===== config.mk =====
export PLATFORM = sky130hd
export DESIGN_NAME = websocket_frame_deframer
export DESIGN_NICKNAME = d
export VERILOG_FILES = /design/src/hdl/wsfd_pkg.sv /design/src/hdl/websocket_frame_deframer.sv
export SDC_FILE = /design/constraint.sdc
export NUM_CORES = 1
export LEC_CHECK = 0
export BUFFER_PORTS_ARGS = -buffer_cell sky130_fd_sc_hd__buf_4
export CAP_MARGIN = 20
export CORE_MARGIN = 2
export CORE_UTILIZATION = 44
export CTS_CLUSTER_SIZE = 12
export DETAILED_ROUTE_END_ITERATION = 12
export SYNTH_ARGS = -nofsm -noshare
export SYNTH_HDL_FRONTEND = slang
export SYNTH_SLANG_ARGS = --single-unit

===== constraint.sdc =====
create_clock -name aclk -period 3.4 [get_ports aclk]
set_clock_uncertainty 0.05 [all_clocks]
set_input_delay 0.68 -clock aclk [delete_from_list [all_inputs] [get_ports aclk]]
set_output_delay 0.68 -clock aclk [all_outputs]
set_load 0.01 [all_outputs]

===== src/hdl/wsfd_pkg.sv =====
// ----------------------------------------------------------------------------
// wsfd_pkg
// Types and constants shared by the websocket frame deframer
// ----------------------------------------------------------------------------
package wsfd_pkg;

    // parse phase within one segment
    typedef enum logic [2:0] {
        PH_HDR0    = 3'd0,
        PH_HDR1    = 3'd1,
        PH_EXT     = 3'd2,
        PH_MASK    = 3'd3,
        PH_PAYLOAD = 3'd4,
        PH_SKIP    = 3'd5
    } phase_t;

    // result status codes
    localparam logic [1:0] ST_OK     = 2'd0;
    localparam logic [1:0] ST_PTRUNC = 2'd1;
    localparam logic [1:0] ST_HTRUNC = 2'd2;
    localparam logic [1:0] ST_LEN64  = 2'd3;

    // frame kinds
    localparam logic [1:0] KIND_TEXT  = 2'd0;
    localparam logic [1:0] KIND_PING  = 2'd1;
    localparam logic [1:0] KIND_OTHER = 2'd2;

    // opcodes of interest
    localparam logic [3:0] OP_TEXT = 4'h1;
    localparam logic [3:0] OP_PING = 4'h9;

    // 7-bit length codes that select an extended length
    localparam logic [6:0] LEN_EXT16 = 7'd126;
    localparam logic [6:0] LEN_EXT64 = 7'd127;

    typedef struct packed {
        logic [7:0] rx_byte;
        logic       segment_end;
    } in_t;

    typedef struct packed {
        logic [7:0] payload_byte;
        logic       data_present;
        logic [3:0] frame_opcode;
        logic [1:0] frame_kind;
        logic       frame_done;
        logic [1:0] status;
    } out_t;

    function automatic logic [1:0] kind_of(input logic [3:0] op);
        logic [1:0] k;
        if (op == OP_TEXT) begin
            k = KIND_TEXT;
        end else if (op == OP_PING) begin
            k = KIND_PING;
        end else begin
            k = KIND_OTHER;
        end
        return k;
    endfunction

endpackage


===== src/hdl/websocket_frame_deframer.sv =====
// ----------------------------------------------------------------------------
// websocket_frame_deframer
// Parses one websocket frame header per segment and unmasks its payload
// ----------------------------------------------------------------------------
// Takes one received byte per beat and accepts a new beat every cycle. Each
// segment (ended by segment_end) carries one frame: opcode, 7-bit or 16-bit
// length and an optional 4-byte mask key, then payload bytes which come out
// xored with the mask key, one result beat per payload byte. Empty frames,
// truncated headers and 64-bit lengths give a single result beat with
// data_present low and frame_done high; a truncated payload ends on a beat
// with frame_done high and status ST_PTRUNC. Bytes after the frame up to the
// segment end are dropped. Each input beat passes an input register, then
// the parser and unmasking xor, then the result register. Throughput is one
// byte per cycle, set by the parser update; back-pressure on the result side
// stalls the input side only once both registers are full.
// ----------------------------------------------------------------------------
module websocket_frame_deframer (
    input  logic          aclk,
    input  logic          aresetn,
    input  logic          s_valid,
    output logic          s_ready,
    input  wsfd_pkg::in_t s_data,
    output logic          m_valid,
    input  logic          m_ready,
    output wsfd_pkg::out_t m_data
);
    import wsfd_pkg::*;

    // input register
    logic        in_valid_reg;
    in_t         in_data_reg;
    logic        advance;

    // parser state
    phase_t      phase_reg, phase_next;
    logic [3:0]  opcode_reg, opcode_next;
    logic        mask_on_reg, mask_on_next;
    logic [15:0] plen_reg, plen_next;
    logic [15:0] seen_reg, seen_next;
    logic [31:0] key_reg, key_next;
    logic [1:0]  hidx_reg, hidx_next;

    // result register
    logic        out_valid_reg;
    out_t        out_data_reg;

    // combinational result of the current beat
    logic        emit;
    logic [7:0]  res_byte;
    logic        res_present;
    logic        res_done;
    logic [1:0]  res_status;
    logic [3:0]  cur_opcode;

    logic [7:0]  b;
    logic        seg;
    logic [6:0]  len7;
    logic [15:0] plen_ext;
    logic [15:0] seen_inc;
    logic [7:0]  key_byte;

    assign b        = in_data_reg.rx_byte;
    assign seg      = in_data_reg.segment_end;
    assign len7     = b[6:0];
    assign plen_ext = {plen_reg[7:0], b};
    assign seen_inc = seen_reg + 16'd1;

    // mask key byte for this payload position, first key byte in the top bits
    always_comb begin
        case (seen_reg[1:0])
            2'd0:    key_byte = key_reg[31:24];
            2'd1:    key_byte = key_reg[23:16];
            2'd2:    key_byte = key_reg[15:8];
            default: key_byte = key_reg[7:0];
        endcase
    end

    // pipeline control: a beat moves on when the result slot is free or drains
    assign advance = in_valid_reg && (!out_valid_reg || m_ready);
    assign s_ready = !in_valid_reg || advance;

    always_ff @(posedge aclk) begin
        if (!aresetn) begin
            in_valid_reg <= 1'b0;
        end else if (s_ready) begin
            in_valid_reg <= s_valid;
        end
    end

    always_ff @(posedge aclk) begin
        if (s_ready && s_valid) begin
            in_data_reg <= s_data;
        end
    end

    // next phase
    always_comb begin
        phase_next = phase_reg;
        unique case (phase_reg)
            PH_HDR0: begin
                phase_next = seg ? PH_HDR0 : PH_HDR1;
            end
            PH_HDR1: begin
                if (len7 == LEN_EXT64) begin
                    phase_next = seg ? PH_HDR0 : PH_SKIP;
                end else if (len7 == LEN_EXT16) begin
                    phase_next = seg ? PH_HDR0 : PH_EXT;
                end else if (b[7]) begin
                    phase_next = seg ? PH_HDR0 : PH_MASK;
                end else if (seg) begin
                    phase_next = PH_HDR0;
                end else begin
                    phase_next = (len7 == 7'd0) ? PH_SKIP : PH_PAYLOAD;
                end
            end
            PH_EXT: begin
                if (seg) begin
                    phase_next = PH_HDR0;
                end else if (hidx_reg == 2'd0) begin
                    phase_next = PH_EXT;
                end else if (mask_on_reg) begin
                    phase_next = PH_MASK;
                end else begin
                    phase_next = (plen_ext == 16'd0) ? PH_SKIP : PH_PAYLOAD;
                end
            end
            PH_MASK: begin
                if (seg) begin
                    phase_next = PH_HDR0;
                end else if (hidx_reg == 2'd3) begin
                    phase_next = (plen_reg == 16'd0) ? PH_SKIP : PH_PAYLOAD;
                end
            end
            PH_PAYLOAD: begin
                if (seg) begin
                    phase_next = PH_HDR0;
                end else if (seen_inc == plen_reg) begin
                    phase_next = PH_SKIP;
                end
            end
            PH_SKIP: begin
                if (seg) begin
                    phase_next = PH_HDR0;
                end
            end
            default: phase_next = PH_HDR0;
        endcase
    end

    // header capture, payload unmasking and result selection
    always_comb begin
        opcode_next  = opcode_reg;
        mask_on_next = mask_on_reg;
        plen_next    = plen_reg;
        seen_next    = seen_reg;
        key_next     = key_reg;
        hidx_next    = hidx_reg;
        emit         = 1'b0;
        res_byte     = 8'd0;
        res_present  = 1'b0;
        res_done     = 1'b1;
        res_status   = ST_OK;
        unique case (phase_reg)
            PH_HDR0: begin
                // every frame starts from a clean header state
                opcode_next  = b[3:0];
                mask_on_next = 1'b0;
                plen_next    = 16'd0;
                seen_next    = 16'd0;
                key_next     = 32'd0;
                hidx_next    = 2'd0;
                if (seg) begin
                    emit       = 1'b1;
                    res_status = ST_HTRUNC;
                end
            end
            PH_HDR1: begin
                mask_on_next = b[7];
                if (len7 == LEN_EXT64) begin
                    emit       = 1'b1;
                    res_status = ST_LEN64;
                end else begin
                    hidx_next = 2'd0;
                    if (len7 == LEN_EXT16) begin
                        plen_next = 16'd0;
                        if (seg) begin
                            emit       = 1'b1;
                            res_status = ST_HTRUNC;
                        end
                    end else begin
                        plen_next = {9'd0, len7};
                        if (b[7]) begin
                            if (seg) begin
                                emit       = 1'b1;
                                res_status = ST_HTRUNC;
                            end
                        end else if (len7 == 7'd0) begin
                            emit = 1'b1;
                        end else if (seg) begin
                            emit       = 1'b1;
                            res_status = ST_PTRUNC;
                        end else begin
                            seen_next = 16'd0;
                        end
                    end
                end
            end
            PH_EXT: begin
                plen_next = plen_ext;
                if (hidx_reg == 2'd0) begin
                    hidx_next = 2'd1;
                    if (seg) begin
                        emit       = 1'b1;
                        res_status = ST_HTRUNC;
                    end
                end else begin
                    hidx_next = 2'd0;
                    if (mask_on_reg) begin
                        if (seg) begin
                            emit       = 1'b1;
                            res_status = ST_HTRUNC;
                        end
                    end else if (plen_ext == 16'd0) begin
                        emit = 1'b1;
                    end else if (seg) begin
                        emit       = 1'b1;
                        res_status = ST_PTRUNC;
                    end else begin
                        seen_next = 16'd0;
                    end
                end
            end
            PH_MASK: begin
                key_next = {key_reg[23:0], b};
                if (hidx_reg == 2'd3) begin
                    hidx_next = 2'd0;
                    if (plen_reg == 16'd0) begin
                        emit = 1'b1;
                    end else if (seg) begin
                        emit       = 1'b1;
                        res_status = ST_PTRUNC;
                    end else begin
                        seen_next = 16'd0;
                    end
                end else begin
                    hidx_next = hidx_reg + 2'd1;
                    if (seg) begin
                        emit       = 1'b1;
                        res_status = ST_HTRUNC;
                    end
                end
            end
            PH_PAYLOAD: begin
                seen_next   = seen_inc;
                emit        = 1'b1;
                res_byte    = b ^ key_byte;
                res_present = 1'b1;
                if (seen_inc == plen_reg) begin
                    res_done = 1'b1;
                end else if (seg) begin
                    res_status = ST_PTRUNC;
                end else begin
                    res_done = 1'b0;
                end
            end
            PH_SKIP: begin
                // trailing bytes of the segment are dropped
            end
            default: begin
            end
        endcase
    end

    // the opcode of a result raised on the first header byte is that byte's
    assign cur_opcode = (phase_reg == PH_HDR0) ? b[3:0] : opcode_reg;

    // parser state registers
    always_ff @(posedge aclk) begin
        if (!aresetn) begin
            phase_reg   <= PH_HDR0;
            opcode_reg  <= 4'd0;
            mask_on_reg <= 1'b0;
            plen_reg    <= 16'd0;
            seen_reg    <= 16'd0;
            key_reg     <= 32'd0;
            hidx_reg    <= 2'd0;
        end else if (advance) begin
            phase_reg   <= phase_next;
            opcode_reg  <= opcode_next;
            mask_on_reg <= mask_on_next;
            plen_reg    <= plen_next;
            seen_reg    <= seen_next;
            key_reg     <= key_next;
            hidx_reg    <= hidx_next;
        end
    end

    // result register
    always_ff @(posedge aclk) begin
        if (!aresetn) begin
            out_valid_reg <= 1'b0;
        end else if (advance) begin
            out_valid_reg <= emit;
        end else if (m_ready) begin
            out_valid_reg <= 1'b0;
        end
    end

    always_ff @(posedge aclk) begin
        if (advance && emit) begin
            out_data_reg.payload_byte <= res_byte;
            out_data_reg.data_present <= res_present;
            out_data_reg.frame_opcode <= cur_opcode;
            out_data_reg.frame_kind   <= kind_of(cur_opcode);
            out_data_reg.frame_done   <= res_done;
            out_data_reg.status       <= res_status;
        end
    end

    assign m_valid = out_valid_reg;
    assign m_data  = out_data_reg;

endmodule

### Word level (Yosys, flattened, before mapping)

Cells that the tools add are included.

| word-level totals | value |
|---|---|
| register bits after elaboration | 103 |
| bits of input ports | 13 |
| output and inout port bits | 20 |
| word-level logic and storage cells | 142 |

| operators by class | value |
|---|---|
| add/subtract/negate cells | 2 |
| equality and inequality tests | 25 |
| muxes and demuxes | 70 |
| bitwise logic cells | 2 |
| reductions and logical operators | 26 |

Operator list:

| cell | number |
|---|---|
| 16-bit 2-to-1 mux | 11 |
| 16-bit case mux with 5 select lines | 1 |
| 32-bit case mux with 2 select lines | 1 |
| 16-bit case mux with 3 select lines | 1 |
| 3-bit 2-to-1 mux | 13 |
| 16-bit zero test | 2 |
| 2-bit 2-to-1 mux | 14 |
| 8-bit case mux with 3 select lines | 1 |
| 1-bit 2-to-1 mux | 21 |
| 2-bit != test (second input constant) | 10 |
| 3-bit case mux with 6 select lines | 1 |
| 16-bit by 1-bit adder with 16-bit output (second input constant) | 1 |
| 16-bit equality test | 1 |
| 7-bit equality test (second input constant) | 2 |
| 11-bit AND reduction | 1 |
| 2-bit case mux with 5 select lines | 1 |
| 2-bit case mux with 4 select lines | 1 |
| 8-bit XOR | 1 |
| 7-bit zero test | 1 |
| 7-bit 2-to-1 mux | 1 |
| 3-bit by 2-bit equality test with 1-bit output (second input constant) | 2 |
| 3-bit equality test (second input constant) | 2 |
| 3-bit != test (second input constant) | 2 |
| 3-bit AND reduction | 2 |
| other kinds (22) | 31 |

### Logic depth before layout (Yosys ltp)

Gate-level depths: netlist of run 1.

| logic depth | value |
|---|---|
| word-level depth | 7 |
| depth in mapped cells | 10 |
| gate-level depth less buffers | 9 |

### Worst setup path after synthesis of run 1

OpenSTA, ideal clock, no wires.

| timing | value |
|---|---|
| kind | reg2reg |
| start point | reg seen_reg[0] |
| end point | reg phase_reg[2] |
| library setup time | 0.120 ns |
| arrival time | 2.481 ns |
| data required time | 3.230 ns |
| path slack | 0.750 ns |
| stages on the path, launching flop included | 10 |
| buffers on the path | 0 |
| clock period less this slack | 2.650 ns |
| cells stage by stage | dfxtp_1 -> inv_1 -> ha_1 -> xor2_1 -> a211oi_1 -> nand3_1 -> a2111oi_4 -> nand4b_1 -> or4_1 -> a211o_1 |

| between the ends | value |
|---|---|
| word-level cells in the longest chain between the ends | 4 |

RTL lines:

| element | RTL line | text |
|---|---|---|
| start, declared | websocket_frame_deframer.sv:39 | `logic [15:0] seen_reg, seen_next;` |
| start signal, assigned | websocket_frame_deframer.sv:292 | `seen_reg <= seen_next;` |
| 16-bit by 1-bit adder with 16-bit output | websocket_frame_deframer.sv:66 | `assign seen_inc = seen_reg + 16'd1;` |
| 16-bit equality test | websocket_frame_deframer.sv:137 | `end else if (seen_inc == plen_reg) begin` |
| 3-bit != test (no source line) | - |  |
| 4-bit AND reduction (no source line) | - |  |
| end signal, assigned | websocket_frame_deframer.sv:288 | `phase_reg <= phase_next;` |
| end, declared | websocket_frame_deframer.sv:35 | `phase_t phase_reg, phase_next;` |

Every way passes these cells.
A chain may end at the register's enable or synchronous reset.

### Final worst setup path of run 1

| timing | value |
|---|---|
| start point | reg seen_reg[0] |
| end point | reg out_data_reg (netlist bit m_data[0]) (data pin) |

| between the ends | value |
|---|---|
| word-level cells in the longest chain between the ends | 4 |

RTL lines:

| element | RTL line | text |
|---|---|---|
| 16-bit by 1-bit adder with 16-bit output | websocket_frame_deframer.sv:66 |  |
| 16-bit equality test | websocket_frame_deframer.sv:258 | `if (seen_inc == plen_reg) begin` |
| 2-bit 2-to-1 mux | websocket_frame_deframer.sv:258 |  |
| 2-bit case mux with 5 select lines | websocket_frame_deframer.sv:163 | `unique case (phase_reg)` |
| net res_status[0] | websocket_frame_deframer.sv:52 | `logic [1:0] res_status;` |
| end, declared | websocket_frame_deframer.sv:45 | `out_t out_data_reg;` |

The timed path passes the listed nets, and every way through them passes these cells.

==> flow_summary_export.csv, run 1 <==
group,metric,value,unit
outcome,status,"complete, no violations",
clock_network,cts_root_buffer,"clkbuf_16",
die,core_area,0.0121,mm²
logic_synthesis,ys_ff_latch,103,
sta,drv_slew,0,
placed_design,port_buffers,32,
worst_hold_path,min_path_type,"reg -> reg",
critical_path,cp_data_required_time,3.43,ns
worst_hold_path,worstHoldStart,"plen_reg[12]",
final_layout,drive_gt1_frac,0.130,
logic_synthesis,synth_edf_count,27,
route,vias,4490,
logic_synthesis,syn_nets,610,
logic_synthesis,async_flop_share,0,
grt,grt_usage,0.204,
clock_network,cts_resized,0,
logic_synthesis,syn_area_per_cell,9.22,µm²
route,drcViolationCount,0,
clock_network,htreeDepth,3,
sta,min_period,2.94,ns
placed_design,place.gp.congestion,0.914,
final_layout,area_growth,10.9,%
final_layout,largest_reg_flops,32,
critical_path,cp-start-kind,"flip-flop",
route,drt_wl_total,13000,µm
critical_path,cp-end-kind,"flip-flop",
sta,hold_viol,0,
route,initialDrtViolationCount,359,
route,ant_nets,0,
clock_network,worstSkewPairLatency,0.35,ns
logic_synthesis,synth_area,0.00545,mm²
grt,grt-busiest-layer,"met2",
sta,final_min_period_over_clock_period,0.865,
clock_network,cts_buffers,9,
critical_path,crit_fanout,7,
critical_path,cp.arrival,2.97,ns
route,drt-wirelength-per-cell,16.7,µm
grt,antenna_found_initial,0,
power,cellPowerDensity,398,mW/mm²
logic_synthesis,yosys_warnings,0,
final_layout,finalNetCount,624,
grt,global_route.usage.met3,0.0438,
critical_path,max_stage_delay,0.53,ns
run,drv_cap,0,
power,power.total,0.00240,W
critical_path,worstReg2RegStart,"seen_reg[0]",
sta,max_slew_margin,0.392,
grt,grt_max_degree,77,
route,first_pass_iters,6,
logic_synthesis,ys_types,72,
critical_path,crit_slowest_cell,"o31ai_1",
die,num_rows,40,
die,die_area,0.0133,mm²
final_layout,final_cell_mix,"76 x dfxtp_1, 60 x nand2_1, 45 x nor2b_1",
critical_path,path_class,"reg -> reg",
sta,setup_tns,0,ns
final_layout,layoutNonFillerInstCount,778,
grt,met1_usage,0.285,
critical_path,crit_chain,"inv_1, ha_1, xor2_1, a211oi_1, nand3_1, a2111oi_4, nand4b_1, o31ai_1, a31oi_1",
sta,fmax,340,MHz
placed_design,place_hpwl,8920,µm
grt,grt_pass1_wl,21300,µm
clock_network,hold_buffers,0,
die,num_io_pins,33,
die,dieHeight,115,µm
clock_network,cts_tree,"built",
sta,rsz0062_at_grt,"no",
grt,grtUsageMet2,0.306,
final_layout,final_common_cell,"dfxtp_1",
clock_network,cts_sinks,103,
logic_synthesis,seq_area_frac_synth,0.428,
route,viasPerCell,5.77,
sta,setup_viol_count_final,0,
clock_network,clkTransAtPathRegs,0.07,ns
grt,grt_pass1_vias,4152,
die,initial_utilization,0.452,
grt,grt_overflow,0,
sta,tightest_slew,0.904,ns
logic_synthesis,syn_inst,591,
clock_network,cts_setup_buffers,0,
placed_design,dp.cells,762,
die,chipWidth,115,µm
logic_synthesis,synth_flop_cell,"dfxtp_1",
clock_network,cts_max_path_buffers,2,
final_layout,antenna_cells,0,
power,peakVddDrop,0.285,mV
critical_path,critPathLaunch,"seen_reg[0]",
power,p_leak,2.09,nW
metal layers:
layer | vias to the layer above | routed length (µm)
li1 | 2175 | -
met1 | 2149 | 6240
met2 | 146 | 5800
met3 | 20 | 705
met4 | 0 | 261
met5 | - | 0
kinds of logic after synthesis:
logic type / after synthesis / synth area share
xor gates and xnor gates: 25 / 0.0402
muxes: 5 / 0.00941
buffers and inverters: 51 / 0.0464
and+or+nand+nor: 251 / 0.255
AOI/OAI and AO/OA: 150 / 0.208
DFF: 103 / 0.428
adders and majority gates: 6 / 0.0138
stage by stage:
stage | setup slack (ns) | hold slack (ns) | util | instance area (µm²)
CTS | 0.465 | 0.439 | 0.501 | 6050
detailed placement | 0.504 | 0.436 | 0.479 | 5780
global placement | 0.573 | 0.425 | 0.479 | 5780
finish | 0.458 | 0.442 | 0.501 | 6050
global route | 0.271 | 0.431 | 0.501 | 6050
floorplan | 0.750 | 0.405 | - | 5450
cell type report:
cell class | instances | area, µm²
timing repair buffer | 44 | 330
clock buffer | 11 | 233
inverter | 10 | 37.5
clock inverter | 5 | 35.0
sequential | 103 | 2330
fill | 1113 | 6010
tap | 168 | 210
multi-input combinational | 437 | 2870
critical path: cells and delay by family, from the launching register on:
| family | cells | cell delay [ns] |
|---|---|---|
| buffers and inverters | 1 | 0.13 |
| XOR/XNOR | 1 | 0.15 |
| AO/OA/AOI/OAI | 4 | 1.18 |
| adder cells (fa/ha/maj) | 1 | 0.33 |
| AND/OR/NAND/NOR | 2 | 0.35 |
| flip-flops | 1 | 0.47 |
synthesized netlist by cell type, types with 8 or more instances:
| library cell | count | area, µm² |
|---|---|---|
| dfxtp_1 | 76 | 1520 |
| nand2_1 | 60 | 225 |
| nor2b_1 | 45 | 282 |
| a22oi_1 | 36 | 270 |
| nor2_1 | 35 | 131 |
| clkbuf_1 | 29 | 109 |
| nand3_1 | 28 | 140 |
| edfxtp_1 | 27 | 811 |
| o21ai_0 | 27 | 135 |
| xnor2_1 | 18 | 158 |
| a21boi_0 | 16 | 120 |
| nor3_1 | 15 | 75.1 |
| a21boi_1 | 11 | 82.6 |
| inv_1 | 10 | 37.5 |
| o21a_1 | 10 | 75.1 |
| and2_1 | 9 | 56.3 |
| a222oi_1 | 8 | 80.1 |
| nor4_1 | 8 | 50.1 |
final timing paths:
check | end | slack [ns] | depth (start not counted)
max | m_data[0] | 0.46 | 9
min | plen_reg[12] | 0.44 | 2
min reg2reg | plen_reg[12] | 0.44 | 2
max reg2reg | m_data[0] | 0.46 | 9
power breakdown:
part	internal [W]	leakage, nW	total, W	switching [W]
Combinational	0.0000608	1.09	0.000147	0.0000858
Sequential	0.00128	0.870	0.00130	0.0000201
Clock	0.000499	0.132	0.000963	0.000464
Power figures use the tool's default switching activity.
==> run 2, diff against run 1 <==
--- a/config.mk
+++ b/config.mk
@@ -7,10 +7,13 @@
 export LEC_CHECK = 0
 export BUFFER_PORTS_ARGS = -buffer_cell sky130_fd_sc_hd__buf_4
 export CAP_MARGIN = 20
+export CELL_PAD_IN_SITES_DETAIL_PLACEMENT = 1
+export CELL_PAD_IN_SITES_GLOBAL_PLACEMENT = 1
 export CORE_MARGIN = 2
 export CORE_UTILIZATION = 44
 export CTS_CLUSTER_SIZE = 12
 export DETAILED_ROUTE_END_ITERATION = 12
+export PLACE_DENSITY_LB_ADDON = 0.1
 export SYNTH_ARGS = -nofsm -noshare
 export SYNTH_HDL_FRONTEND = slang
 export SYNTH_SLANG_ARGS = --single-unit
==> flow_summary_export.csv, run 2 (same netlist as run 1, synthesis figures left out) <==
group,metric,value,unit
outcome,status,"complete, no violations",
clock_network,cts_root_buffer,"clkbuf_16",
sta,fmax,340,MHz
grt,grt_max_degree,77,
critical_path,worstReg2RegStart,"seen_reg[0]",
grt,grt_pass1_vias,4561,
power,peakVddDrop,0.338,mV
final_layout,drive_gt1_frac,0.130,
clock_network,worstSkewPairLatency,0.35,ns
run,drv_cap,0,
power,seqPwrFrac,0.531,
worst_hold_path,min_path_type,"reg -> reg",
clock_network,cts_sinks,103,
critical_path,critPathBufInv,1,
critical_path,reg2reg_to,"phase_reg[2]",
placed_design,place.gp.congestion,0.871,
power,combPwrFrac,0.059,
route,ant_nets,0,
grt,grt_overflow,0,
sta,max_slew_margin,0.432,
die,num_io_pins,33,
route,drcViolationCount,0,
critical_path,cpLargestDelayFamily,"simple AND/OR/NAND/NOR gates",
final_layout,antenna_cells,0,
route,drt_wl_total,14800,µm
sta,hold_viol,0,
sta,final_min_period_over_clock_period,0.865,
clock_network,cts_setup_buffers,0,
grt,met1_usage,0.307,
power,switching_power,0.000601,W
sta,tightest_slew,0.845,ns
die,core_area,0.0121,mm²
clock_network,clkTransAtPathRegs,0.07,ns
power,pwr-share-clk,0.410,
sta,setup_viol_count_final,0,
grt,antenna_found_initial,0,
worst_hold_path,worstHoldStart,"plen_reg[12]",
placed_design,dp.cells,760,
worst_hold_path,whs_endpoint,"plen_reg[12]",
die,num_rows,40,
final_layout,largest_reg_flops,32,
critical_path,max_stage_delay,0.51,ns
final_layout,final_common_cell,"dfxtp_1",
clock_network,htreeDepth,3,
final_layout,n_fill_cell,1380,
sta,rsz0062_at_grt,"no",
final_layout,layoutNonFillerInstCount,776,
critical_path,cp.arrival,3.13,ns
critical_path,cp-start-kind,"flip-flop",
die,dieHeight,115,µm
final_layout,final_cell_mix,"76 x dfxtp_1, 60 x nand2_1, 45 x nor2b_1",
worst_hold_path,min_path_cells,2,
grt,grtUsageMet2,0.396,
sta,drv_slew,0,
sta,min_period,2.94,ns
critical_path,crit_fanout,7,
route,drt-wirelength-per-cell,19.0,µm
clock_network,cts_tree,"built",
power,p_int,0.00185,W
final_layout,finalNetCount,622,
die,die_area,0.0133,mm²
critical_path,crit_slowest_cell,"or4_1",
power,p_leak,2.09,nW
final_layout,area_growth,11.1,%
critical_path,rr_worst_depth,9,
die,initial_utilization,0.452,
placed_design,port_buffers,32,
clock_network,cts_resized,0,
route,vias,4489,
clock_network,cts_max_path_buffers,2,
grt,grt_pass1_wl,24300,µm
clock_network,cts_buffers,9,
grt,global_route.usage.met3,0.0496,
power,swShare,0.246,
critical_path,cp_data_required_time,3.59,ns
route,initialDrtViolationCount,329,
die,chipWidth,115,µm
grt,grt_usage,0.235,
placed_design,place_hpwl,10200,µm
grt,grt-busiest-layer,"met2",
route,first_pass_iters,5,
clock_network,hold_buffers,0,
route,viasPerCell,5.78,
critical_path,path_class,"reg -> reg",
critical_path,reg2reg_slack,0.46,ns
sta,setup_tns,0,ns
critical_path,cp-end-kind,"flip-flop",
critical_path,crit_chain,"inv_1, ha_1, xor2_1, a211oi_1, nand3_1, a2111oi_4, nand4b_1, or4_1, a211o_1",
power,cellPowerDensity,404,mW/mm²
run 2: changes by cell type in the layout (fill, tap and decap cells not counted):
cell | before | now
buf_4 | 44 | 41
inv_8 | 0 | 2
clkinvlp_4 | 0 | 1
clkbuf_1 | 2 | 1
clkinv_4 | 2 | 1
buf_12 | 0 | 1
clkinv_1 | 1 | 0
run 2: worst max-delay path by stage:
stage / startpoint / endpoint / slack (ns) / cells after the start
after CTS: seen_reg[0] / phase_reg[2] / 0.45 / 9
after floorplan: seen_reg[0] / phase_reg[2] / 0.75 / 9
after global routing: phase_reg[0] / seen_reg[11] / 0.29 / 7
final: seen_reg[0] / phase_reg[2] / 0.46 / 9
after global placement: m_ready / seen_reg[11] / 0.53 / 9
after detailed placement: m_ready / seen_reg[11] / 0.42 / 9
run 2: power groups by stage:
stage          clock, W  combinational (W)  sequential [W]
2_1_floorplan         0           0.000101         0.00132
3_3_place_gp          0           0.000142         0.00133
3_5_place_dp          0           0.000146         0.00133
4_1_cts         0.00103           0.000147         0.00130
5_1_grt         0.00107           0.000159         0.00130
6_report        0.00100           0.000145         0.00130
run 2: worst min-delay path, cell delays in order, from the launching register on:
cell and delay, ns:
dfxtp_1 0.33, nand2_1 0.06, a21boi_1 0.05
run 2: routing by layer:
metal,wire (µm),up-vias
met5,0,-
met4,247,0
met3,523,20
met2,7280,76
met1,6710,2218
li1,-,2175
run 2: layout make-up:
class | instances | area (µm²) | area share
Tap cell | 168 | 210 | 0.0347
Timing Repair Buffer | 42 | 328 | 0.0541
Sequential cell | 103 | 2330 | 0.385
Inverter | 10 | 37.5 | 0.00620
Multi-Input combinational cell | 437 | 2870 | 0.474
Clock buffer | 10 | 229 | 0.0378
Clock inverter | 6 | 52.6 | 0.00867
run 2: metrics by stage:
step           cell area, µm²  total power [W]  hold WS [ns]  setup WS, ns  utilization
2_1_floorplan            5450          0.00142         0.405         0.750            -
3_3_place_gp             5780          0.00147         0.423         0.534        0.479
3_5_place_dp             5780          0.00147         0.434         0.422        0.479
4_1_cts                  6060          0.00248         0.438         0.450        0.502
5_1_grt                  6060          0.00254         0.437         0.294        0.502
6_report                 6060          0.00245         0.443         0.460        0.502
